===== src/rtl/lsrc_pkg.sv =====
`timescale 1ns / 1ps
`default_nettype none
package lsrc_pkg;
  localparam int ROUTER_COUNT = 8;
  localparam int LINKS_PER_ROUTER = 8;
  localparam int LINK_ID_COUNT = 16;
  localparam int RW = $clog2(ROUTER_COUNT);
  localparam int SW = $clog2(LINKS_PER_ROUTER);
  localparam int CW = $clog2(LINKS_PER_ROUTER + 1);
  localparam int LW = $clog2(LINK_ID_COUNT);
  localparam int LDEPTH = ROUTER_COUNT * LINKS_PER_ROUTER;
  localparam int LAW = $clog2(LDEPTH);
  localparam logic [19:0] COST_TOP = 20'hFFFFF;
  // link store word: {link_id, cost}
  localparam int LDW = 5 + 16;
endpackage
`default_nettype wire


===== src/rtl/link_state_route_computer_unit.sv =====
`timescale 1ns / 1ps
`default_nettype none
// Link-state route computer. Each input beat is one advertisement (router,
// link, cost). The link lists live in one synchronous RAM of
// ROUTER_COUNT*LINKS_PER_ROUTER words; every list scan reads one word at a
// time (address, then compare) through that single read port.
// A search run tests every destination from the own router once, then one
// row per settled router. An advertisement that changes nothing produces
// no output beats. After a change one beat per known router follows in
// ascending order, with last_entry marking the final one.
// The block holds one advertisement at a time; in_ready is low while busy.
// Path costs saturate at 2^20-1. own_router is sampled when a run starts.
module link_state_route_computer_unit (
  input  wire logic        clk,
  input  wire logic        rst,
  input  wire logic        cfg_we,
  input  wire logic [3:0]  cfg_wdata,
  input  wire logic        in_valid,
  output logic             in_ready,
  input  wire logic [3:0]  adv_router,
  input  wire logic [4:0]  link_id,
  input  wire logic [15:0] adv_cost,
  output logic             out_valid,
  input  wire logic        out_ready,
  output logic [3:0]       destination,
  output logic [3:0]       next_hop,
  output logic [19:0]      path_cost,
  output logic             is_local,
  output logic             reachable,
  output logic             last_entry
);
  localparam int N = lsrc_pkg::ROUTER_COUNT;
  localparam int RW = lsrc_pkg::RW;
  localparam int SW = lsrc_pkg::SW;
  localparam int CW = lsrc_pkg::CW;
  localparam int LW = lsrc_pkg::LW;
  localparam int LAW = lsrc_pkg::LAW;

  typedef enum logic [11:0] {
    S_IDLE   = 12'b000000000001,
    S_UREAD  = 12'b000000000010,
    S_UCHK   = 12'b000000000100,
    S_INIT   = 12'b000000001000,
    S_AREAD  = 12'b000000010000,
    S_ACHK   = 12'b000000100000,
    S_SEL    = 12'b000001000000,
    S_RELAX  = 12'b000010000000,
    S_EMIT   = 12'b000100000000,
    S_OUT    = 12'b001000000000,
    S_ANEXT  = 12'b010000000000,
    S_UWR    = 12'b100000000000
  } state_t;
  state_t state;

  logic [3:0] own_router;
  logic [N-1:0] known;
  logic [CW-1:0] lcount [N];
  logic [N-1:0] endp [lsrc_pkg::LINK_ID_COUNT];
  logic [19:0] best [N];
  logic [N-1:0] cvalid, settled;
  logic [3:0] fhop [N];

  logic [RW-1:0] ur;
  logic [LW-1:0] ul;
  logic [15:0] ucost;
  logic [SW-1:0] scan;
  logic [CW-1:0] scnt;
  logic [RW-1:0] pa, pb, w, emit_v;
  logic init_phase;
  logic [RW:0] src;
  logic [19:0] selc;
  logic selfound;

  logic we;
  logic [LAW-1:0] waddr, raddr;
  logic [lsrc_pkg::LDW-1:0] wdata, rdata;

  lsrc_ram #(.WIDTH(lsrc_pkg::LDW), .DEPTH(lsrc_pkg::LDEPTH)) u_links (
    .clk(clk), .we(we), .waddr(waddr), .wdata(wdata), .raddr(raddr), .rdata(rdata)
  );

  wire logic [4:0] rd_lid = rdata[20:16];
  wire logic [15:0] rd_cost = rdata[15:0];
  wire logic [LW-1:0] rd_l = LW'(rd_lid - 5'd1);
  wire logic rd_lok = (rd_lid != 5'd0) && (32'(rd_lid) <= lsrc_pkg::LINK_ID_COUNT);
  wire logic rd_hit = rd_lok && endp[rd_l][pb];
  wire logic [20:0] tsum = 21'(best[w]) + 21'(rd_cost);
  wire logic [19:0] tsat = tsum[20] ? lsrc_pkg::COST_TOP : tsum[19:0];
  wire logic [19:0] cand = init_phase ? 20'(rd_cost) : tsat;
  wire logic more = 32'(scan) + 1 < 32'(scnt);

  assign in_ready = (state == S_IDLE);
  assign raddr = {pa, scan};

  always_comb begin
    we = 1'b0;
    waddr = {ur, scan};
    wdata = {5'(ul) + 5'd1, ucost};
    if (state == S_UWR) we = 1'b1;
  end

  always_ff @(posedge clk) begin
    if (rst) begin
      state <= S_IDLE;
      out_valid <= 1'b0;
      known <= '0;
      own_router <= 4'd1;
      for (int i = 0; i < N; i++) lcount[i] <= '0;
      for (int i = 0; i < lsrc_pkg::LINK_ID_COUNT; i++) endp[i] <= '0;
    end else begin
      if (cfg_we) own_router <= cfg_wdata;
      case (state)
        S_IDLE: begin
          if (in_valid) begin
            ur <= RW'(adv_router - 4'd1);
            ul <= LW'(link_id - 5'd1);
            ucost <= adv_cost;
            pa <= RW'(adv_router - 4'd1);
            scan <= '0;
            if (adv_router != 4'd0 && 32'(adv_router) <= N && link_id != 5'd0 &&
                32'(link_id) <= lsrc_pkg::LINK_ID_COUNT) begin
              endp[LW'(link_id - 5'd1)][RW'(adv_router - 4'd1)] <= 1'b1;
              if (!known[RW'(adv_router - 4'd1)]) begin
                known[RW'(adv_router - 4'd1)] <= 1'b1;
                lcount[RW'(adv_router - 4'd1)] <= CW'(1);
                state <= S_UWR;
              end else if (lcount[RW'(adv_router - 4'd1)] == '0) begin
                state <= S_IDLE;
              end else begin
                state <= S_UREAD;
              end
            end
          end
        end
        S_UREAD: state <= S_UCHK;
        S_UCHK: begin
          if (rd_lid == 5'(ul) + 5'd1) begin
            state <= (rd_cost == ucost) ? S_IDLE : S_UWR;
          end else if (32'(scan) + 1 < 32'(lcount[ur])) begin
            scan <= scan + SW'(1);
            state <= S_UREAD;
          end else if (32'(lcount[ur]) >= lsrc_pkg::LINKS_PER_ROUTER) begin
            state <= S_IDLE;
          end else begin
            scan <= SW'(lcount[ur]);
            lcount[ur] <= lcount[ur] + CW'(1);
            state <= S_UWR;
          end
        end
        S_UWR: state <= S_INIT;
        S_INIT: begin
          src <= (own_router != 4'd0 && 32'(own_router) <= N) ?
                 (RW+1)'(own_router - 4'd1) : (RW+1)'(N);
          cvalid <= '0;
          for (int i = 0; i < N; i++) begin
            best[i] <= '0;
            fhop[i] <= '0;
          end
          init_phase <= 1'b1;
          pa <= RW'(own_router - 4'd1);
          w <= RW'(own_router - 4'd1);
          pb <= '0;
          scan <= '0;
          if (own_router != 4'd0 && 32'(own_router) <= N) begin
            settled <= N'(1) << RW'(own_router - 4'd1);
            state <= S_ANEXT;
          end else begin
            settled <= '0;
            emit_v <= '0;
            state <= S_EMIT;
          end
        end
        // test pair (pa,pb): needs both known and pb unsettled in relax
        S_ANEXT: begin
          scnt <= lcount[pa];
          scan <= '0;
          if (known[pa] && known[pb] && lcount[pa] != '0 &&
              (init_phase || !settled[pb]))
            state <= S_AREAD;
          else
            state <= S_RELAX;
        end
        S_AREAD: state <= S_ACHK;
        S_ACHK: begin
          if (rd_hit) begin
            if (init_phase) begin
              cvalid[pb] <= 1'b1;
              best[pb] <= cand;
              fhop[pb] <= 4'(pb) + 4'd1;
            end else if (!cvalid[pb] || cand < best[pb]) begin
              cvalid[pb] <= 1'b1;
              best[pb] <= cand;
              fhop[pb] <= fhop[w];
            end
            state <= S_RELAX;
          end else if (more) begin
            scan <= scan + SW'(1);
            state <= S_AREAD;
          end else begin
            state <= S_RELAX;
          end
        end
        // advance destination of current row
        S_RELAX: begin
          if (32'(pb) + 1 < N) begin
            pb <= pb + RW'(1);
            state <= S_ANEXT;
          end else begin
            init_phase <= 1'b0;
            pb <= '0;
            selfound <= 1'b0;
            state <= S_SEL;
          end
        end
        // linear minimum scan, one router per cycle
        S_SEL: begin
          if (known[pb] && !settled[pb] && cvalid[pb] &&
              (!selfound || best[pb] < selc)) begin
            selfound <= 1'b1;
            selc <= best[pb];
            w <= pb;
          end
          if (32'(pb) + 1 < N) begin
            pb <= pb + RW'(1);
          end else begin
            pb <= '0;
            if (selfound || (known[pb] && !settled[pb] && cvalid[pb])) begin
              if (known[pb] && !settled[pb] && cvalid[pb] &&
                  (!selfound || best[pb] < selc)) begin
                settled[pb] <= 1'b1;
                pa <= pb;
              end else begin
                settled[w] <= 1'b1;
                pa <= w;
              end
              state <= S_ANEXT;
            end else begin
              emit_v <= '0;
              state <= S_EMIT;
            end
          end
        end
        S_EMIT: begin
          if (known[emit_v]) begin
            destination <= 4'(emit_v) + 4'd1;
            last_entry <= (known >> emit_v) == N'(1);
            if ({1'b0, emit_v} == src) begin
              next_hop <= '0; path_cost <= '0; is_local <= 1'b1; reachable <= 1'b1;
            end else if (cvalid[emit_v]) begin
              next_hop <= fhop[emit_v]; path_cost <= best[emit_v];
              is_local <= 1'b0; reachable <= 1'b1;
            end else begin
              next_hop <= '0; path_cost <= '0; is_local <= 1'b0; reachable <= 1'b0;
            end
            out_valid <= 1'b1;
            state <= S_OUT;
          end else if (32'(emit_v) + 1 < N) begin
            emit_v <= emit_v + RW'(1);
          end else begin
            state <= S_IDLE;
          end
        end
        S_OUT: begin
          if (out_ready) begin
            out_valid <= 1'b0;
            if (last_entry) state <= S_IDLE;
            else begin
              emit_v <= emit_v + RW'(1);
              state <= S_EMIT;
            end
          end
        end
        default: state <= S_IDLE;
      endcase
    end
  end

  a_busy: assert property (@(posedge clk) disable iff (rst)
    out_valid |-> !in_ready) else $error("input taken while emitting");
  a_hold: assert property (@(posedge clk) disable iff (rst)
    out_valid && !out_ready |=> out_valid && $stable(destination))
    else $error("output dropped");
  a_src: assert property (@(posedge clk) disable iff (rst)
    out_valid && is_local |-> reachable && next_hop == 4'd0)
    else $error("local entry malformed");
endmodule
`default_nettype wire


===== src/rtl/lsrc_ram.sv =====
`timescale 1ns / 1ps
`default_nettype none
module lsrc_ram #(
  parameter int WIDTH = 8,
  parameter int DEPTH = 16
) (
  input  wire logic                     clk,
  input  wire logic                     we,
  input  wire logic [$clog2(DEPTH)-1:0] waddr,
  input  wire logic [WIDTH-1:0]         wdata,
  input  wire logic [$clog2(DEPTH)-1:0] raddr,
  output logic      [WIDTH-1:0]         rdata
);
  logic [WIDTH-1:0] mem [DEPTH];
  always_ff @(posedge clk) begin
    if (we) mem[waddr] <= wdata;
    rdata <= mem[raddr];
  end
endmodule
`default_nettype wire

===== config.mk =====
export PLATFORM = sky130hd
export DESIGN_NAME = link_state_route_computer_unit
export DESIGN_NICKNAME = d
export VERILOG_FILES = /design/src/rtl/lsrc_pkg.sv /design/src/rtl/link_state_route_computer_unit.sv /design/src/rtl/lsrc_ram.sv
export SDC_FILE = /design/constraint.sdc
export NUM_CORES = 2
export LEC_CHECK = 0
export ABC_AREA = 1
export ABC_CLOCK_PERIOD_IN_PS = 11300
export BUFFER_PORTS_ARGS = -buffer_cell sky130_fd_sc_hd__buf_2
export CORE_MARGIN = 5
export CORE_UTILIZATION = 47
export CTS_CLUSTER_DIAMETER = 60
export CTS_CLUSTER_SIZE = 24
export DETAILED_ROUTE_END_ITERATION = 8
export PLACE_DENSITY_LB_ADDON = 0.08
export SLEW_MARGIN = 20
export SYNTH_ARGS = -nofsm -noshare
export SYNTH_HDL_FRONTEND = slang
export SYNTH_SLANG_ARGS = --single-unit

===== constraint.sdc =====
create_clock -name clk -period 11.3 [get_ports clk]
set_input_delay 2.825 -clock clk [delete_from_list [all_inputs] [get_ports clk]]
set_output_delay 2.825 -clock clk [all_outputs]
set_load 0.005 [all_outputs]

; ---- After elaboration in Yosys (flattened, before gate mapping)
; Memories as Yosys holds them, arrays and structs flattened. A register that Yosys moved wholly into a read port is not among the register bits.
; Index checks and enable logic that the tools add are counted.
[totals]
n_memories = 5
ram_bits = 1696
ff_bits = 116
[mem_list]
columns = name, words, width, rd, rd_ports_with_merged_regs, wr, line_no
row1 = u_links.mem, 64, 21, 1, 1, 1, lsrc_ram.sv:14  ; logic [WIDTH-1:0] mem [DEPTH];
row2 = best, 8, 20, 3, 3, 8, link_state_route_computer_unit.sv:59  ; logic [19:0] best [N];
row3 = endp, 16, 8, 1, 0, 16, link_state_route_computer_unit.sv:58  ; logic [N-1:0] endp [lsrc_pkg::LINK_ID_COUNT];
row4 = fhop, 8, 4, 2, 2, 8, link_state_route_computer_unit.sv:61  ; logic [3:0] fhop [N];
row5 = lcount, 8, 4, 3, 2, 8, link_state_route_computer_unit.sv:57  ; logic [CW-1:0] lcount [N];
[op_classes]
n_mux = 143
n_reduce_logical = 62
eq_ne = 36
shifts = 2
order_cmp = 19
n_bitwise = 9
addsub = 15
[ops]
columns = cell, count
row1 = one-hot mux 12 bit (12 select lines), 1
row2 = 2-to-1 mux 12 bit, 11
row3 = 2-to-1 mux 8 bit, 13
row4 = 2-to-1 mux 3 bit, 27
row5 = 2-to-1 mux 20 bit, 4
row6 = 2-to-1 mux 1 bit, 56
row7 = < comparator 20 bit, 2
row8 = 2-to-1 mux 11 bit, 3
row9 = < comparator 32 x 4 -> 1 bit, 1
row10 = != test 2 bit (second input constant), 16
row11 = bitwise OR 8 bit, 4
row12 = one-hot mux 8 bit (2 select lines), 2
row13 = binary-select mux 1 bit (select 3 bit), 8
row14 = one-hot mux 3 bit (4 select lines), 2
row15 = adder 20 x 16 -> 21 bit, 1
row16 = adder 3 x 1 -> 4 bit (second input constant), 5
row17 = < comparator 3 x 4 -> 1 bit (second input constant), 5
row18 = 2-to-1 mux 4 bit, 5
row19 = nonzero test 4 bit, 5
row20 = OR reduction 20 bit, 1
row21 = equality test 16 bit, 1
row22 = AND reduction 4 bit, 4
row23 = logical AND 1 bit, 15
row24 = AND reduction 3 bit, 5
row25 = 51 further kinds, 89

; ---- Longest topological paths before layout
[logic_depth]
depth_word = 14
mapped_depth = 36
ltp_nobuf = 33

; ---- By module
; A second synthesis with hierarchy kept.
[unflattened]
hier_cells = 8071
area_unflattened_um2 = 82506.6
[modules_own_cells]
columns = mod, seq_area_each_um2, area_per_inst_um2, instances, cells_per_inst
row1 = lsrc_ram, 40779.1, 54762.5, 1, 4587
row2 = link_state_route_computer_unit, 13482.9, 27744.1, 1, 3484

; ---- Least setup slack after synthesis
; No wires, ideal clock.
[synth_path]
path_type = reg2reg
startpoint = reg (tool-made name)
endpoint = mem best[7][0], enable pin
setup_slack_ps = 5461
setup_ps = 381
stages_incl_launch_ff = 35
arrival_time_ps = 5458
required_ps = 10919
path_cell_list = dfxtp_1 inv_2 buf_4 clkbuf_1 clkbuf_1 o21ai_0 a21oi_1 a31oi_1 ha_1 fa_1 nand2_1 nand3_1 nand3_1 nand2_1 nand2_1 nand2_1 nand3_2 nand2_1 inv_1 clkbuf_1 nand2_1 o21ai_1 inv_1 ha_1 a21oi_1 nor2_1 a211oi_1 o21a_1 o21ai_0 a21oi_1 nand2_1 nand3_4 nand3_4 buf_6 nand2_1
[synth_lines]
columns = item, line_no
row1 = end: declaration, link_state_route_computer_unit.sv:59

==> summary.md <==
| Metric | Value |
|---|---|
| Largest net degree at the start of global routing | slightly below 100 |
| Crit share post-route | 0.674 |
| Cell with the most instances after synthesis | edfxtp_1 |
| CTS H-Tree Depth | 4 |
| Hold_buf cts | 0 |
| # Post-CTS Setup Buffers | 0 |
| RePlAce Congestion | 0.889 |
| VDD IR max | 0.161 mV |
| Fmax | 131 MHz |
| FFs w/ async S/R, synth | 0 |
| RSZ-0062 raised after global routing | false |
| WL met2 | about 110 mm |
| P&R area growth vs syn | 10.2% |
| Final min period | 7.62 ns |
| RR Endpoint | best[3][15] |
| Num ports | 67 |
| GRT Overall Usage | 0.269 |
| Register area share after synthesis | 0.698 |
| DR iter-0 viols | 6,216 |
| Num CTS Buffers | 136 |
| Root buf cell | clkbuf_16 |
| Worst setup EP type | register |
| Total detailed-routing wirelength | 239 mm |
| Crit path to | best[3][15] |
| FF+latch count, synth | 1,869 |
| Detail Placement HPWL | 142 mm |
| Clock transition at path regs | 0.08 ns |
| Die ar. | approximately 170,000 µm² |
| Synth Area per Inst | 12.0 µm² |
| Cells after Synth | between 6k and 7k |
| CP Launch Type | register |
| Die width | 417 µm |
| Vias after detailed routing | 52.9k |
| PortBufs | 66 |
| First-pass GRT wire length | 346 mm |
| Vias in the first global route | 50.3k |
| TNS Setup | 0 ns |
| Number of synthesized flops with an enable pin | 1,683 |
| WL met3 | 16.7 mm |
| Slowest library cell on the worst path | nand2_1 |
| CTS tree | built |
| Placed cell area | 80,800 µm² |
| CP Data Required Time | 11.77 ns |
| Remaining antenna violation count | 0 |
| Max-cap violations | 0 |
| PwrDens | 185 nW/µm² |
| Yosys warns | 0 |
| # nets final | around 6.6k |
| Layout cell share with drive strength beyond 1 | 0.0890 |
| Post-synth cell types | 60 |
| Ys flop type | edfxtp_1 |
| # rows | 149 |
| FF-to-FF path depth | 32 |
| Worst skew pair latency | 0.79 ns |
| DRC | 0 |
| Filler cell count | 14.3k |
| Post-Syn Area | between 70,000 and 80,000 µm² |
| Initial core utilization | 0.472 |
| Kind of critical path | reg -> reg |
| Post-CTS resize count | 0 |
| Status | completed |
| Worst path max stage delay | 0.71 ns |
| Skew final | 0.0340 ns |
| Wire length on met1 | 99.4 mm |
| Routed WL per cell | 27.2 µm |
| Most used cell, CP | nand2_1 |
| Vias per cell | 6.01 |
| Largest cells by area after synthesis | edfxtp_1, dfxtp_1, nand2_1, o21ai_0, nor2_1 |
| Post-synth top area cell | edfxtp_1 |
| First-pass DRT Iterations | 8 |
| CTS Buffer Depth | 3 |
| Total gr overflow | 0 |
| Tightest Pin Transition | around 1.1 ns |
| Die Ht | 417 µm |
| Min-Delay Path Class | reg -> reg |
| Sink Count | 1,869 |
| Initial antenna violation count | 7 |
| Synthesized Nets | 6,602 |
| Max Used Layer | met5 |
| Fin. Hold Viols | 0 |
| R2R Setup Slk | 3.68 ns |
| Rel. slew slack | 0.258 |
| CP arrival | 8.09 ns |
| Leak | slightly below 0.03 µW |
| Placeable Area | 165,000 µm² |
| Final Cell Area | 85,600 µm² |
| Final Max Tran Viols | 0 |
| Final setup viols | 0 |
| Crit-path max FO | 58 |
| Share of the synthesized area in the top cell type | 0.650 |
| Top cells by count, synth | edfxtp_1, nand2_1, o21ai_0, nor2_1, inv_1 |
## worst min-delay path by stage
stage,cells past startpoint,to,startpoint
2_1_floorplan,2,endp[13][1],endp[13][1]
3_3_place_gp,2,endp[5][6],endp[5][6]
3_5_place_dp,2,endp[5][3],endp[5][3]
4_1_cts,2,endp[5][3],endp[5][3]
5_1_grt,2,endp[13][5],endp[13][5]
6_report,2,endp[5][3],endp[5][3]
## flip-flops by register name (all words and copies together) (netlist names), 8 cells and up, named ones only
register and cells:
endp 128, settled 8, known 8, fhop 32
lcount 32, state 12, u_links.rdata 21, u_links.mem 1344
path_cost 20, selc 20, best 160, cvalid 8
ucost 16
## worst max-delay path, delay by kind of cell, from the launching register on
family,cells,cell delay [ns]
and+or+nand+nor,15,2.62
DFF,1,0.70
buffers and inverters,5,1.38
AOI/OAI and AO/OA,9,1.54
adders and majority gates,3,1.00
## layer usage
| metal | GRT usage | vias up |
|---|---|---|
| met5 | 0 | - |
| met4 | 0.0896 | 2 |
| met3 | 0.0370 | 359 |
| met2 | 0.445 | 2148 |
| met1 | 0.368 | 26500 |
| li1 | - | 23900 |
## layout make-up
cell class / instances / area (µm²) / share of cell area
Clock buffer: 156 / 3690 / 0.0431
Sequential cell: 1869 / 54300 / 0.634
Inverter: 447 / 1710 / 0.0199
Multi-Input combinational cell: 3810 / 20500 / 0.240
Clock inverter: 91 / 1130 / 0.0132
Timing Repair Buffer: 223 / 1570 / 0.0184
Tap cell: 2189 / 2740 / 0.0320
Antenna cell: 3 / 7.51 / 0.0000877
## power by group
part / total (µW) / switching [µW] / internal, µW
sequential: 7830 / 144 / 7680
clock: 5330 / 2660 / 2670
combinational: 2660 / 1940 / 721
total: 15800 / 4740 / 11100
## cells in the final DEF (no fill, tap or decap), types with 103 or more instances in the layout
cell type,synthesis,final
clkbuf_16,0,145
edfxtp_1,1683,1683
a22o_1,142,142
o21ai_0,621,621
a22oi_1,109,109
nand2_1,985,985
buf_4,8,153
dfxtp_1,186,181
nand3_1,173,173
o22ai_1,103,103
nor2_1,586,520
a21oi_1,371,371
nand4_1,151,151
inv_1,422,414
a221oi_1,155,155
## cells by family after synthesis
kind of cell,after synthesis,share of synthesized area
AO/OA/AOI/OAI,1724,0.137
XOR/XNOR,41,0.00472
adder cells (fa/ha/maj),77,0.0125
buffers and inverters,812,0.0411
flip-flops,1869,0.698
AND/OR/NAND/NOR,1968,0.107
## through the flow
| step | util | power (µW) | worst slack (ns) | instances | hold WS, ns |
|---|---|---|---|---|---|
| floorplan | - | 9530 | 5.46 | 6491 | 0.423 |
| global placement | 0.491 | 10600 | 3.87 | 8538 | 0.432 |
| detailed placement | 0.491 | 10600 | 3.76 | 8538 | 0.440 |
| CTS | 0.520 | 15900 | 3.74 | 8785 | 0.459 |
| global route | 0.520 | 16400 | 3.06 | 8786 | 0.474 |
| finish | 0.520 | 15800 | 3.68 | 8788 | 0.455 |
No activity file was read; power rests on OpenSTA's default activity.
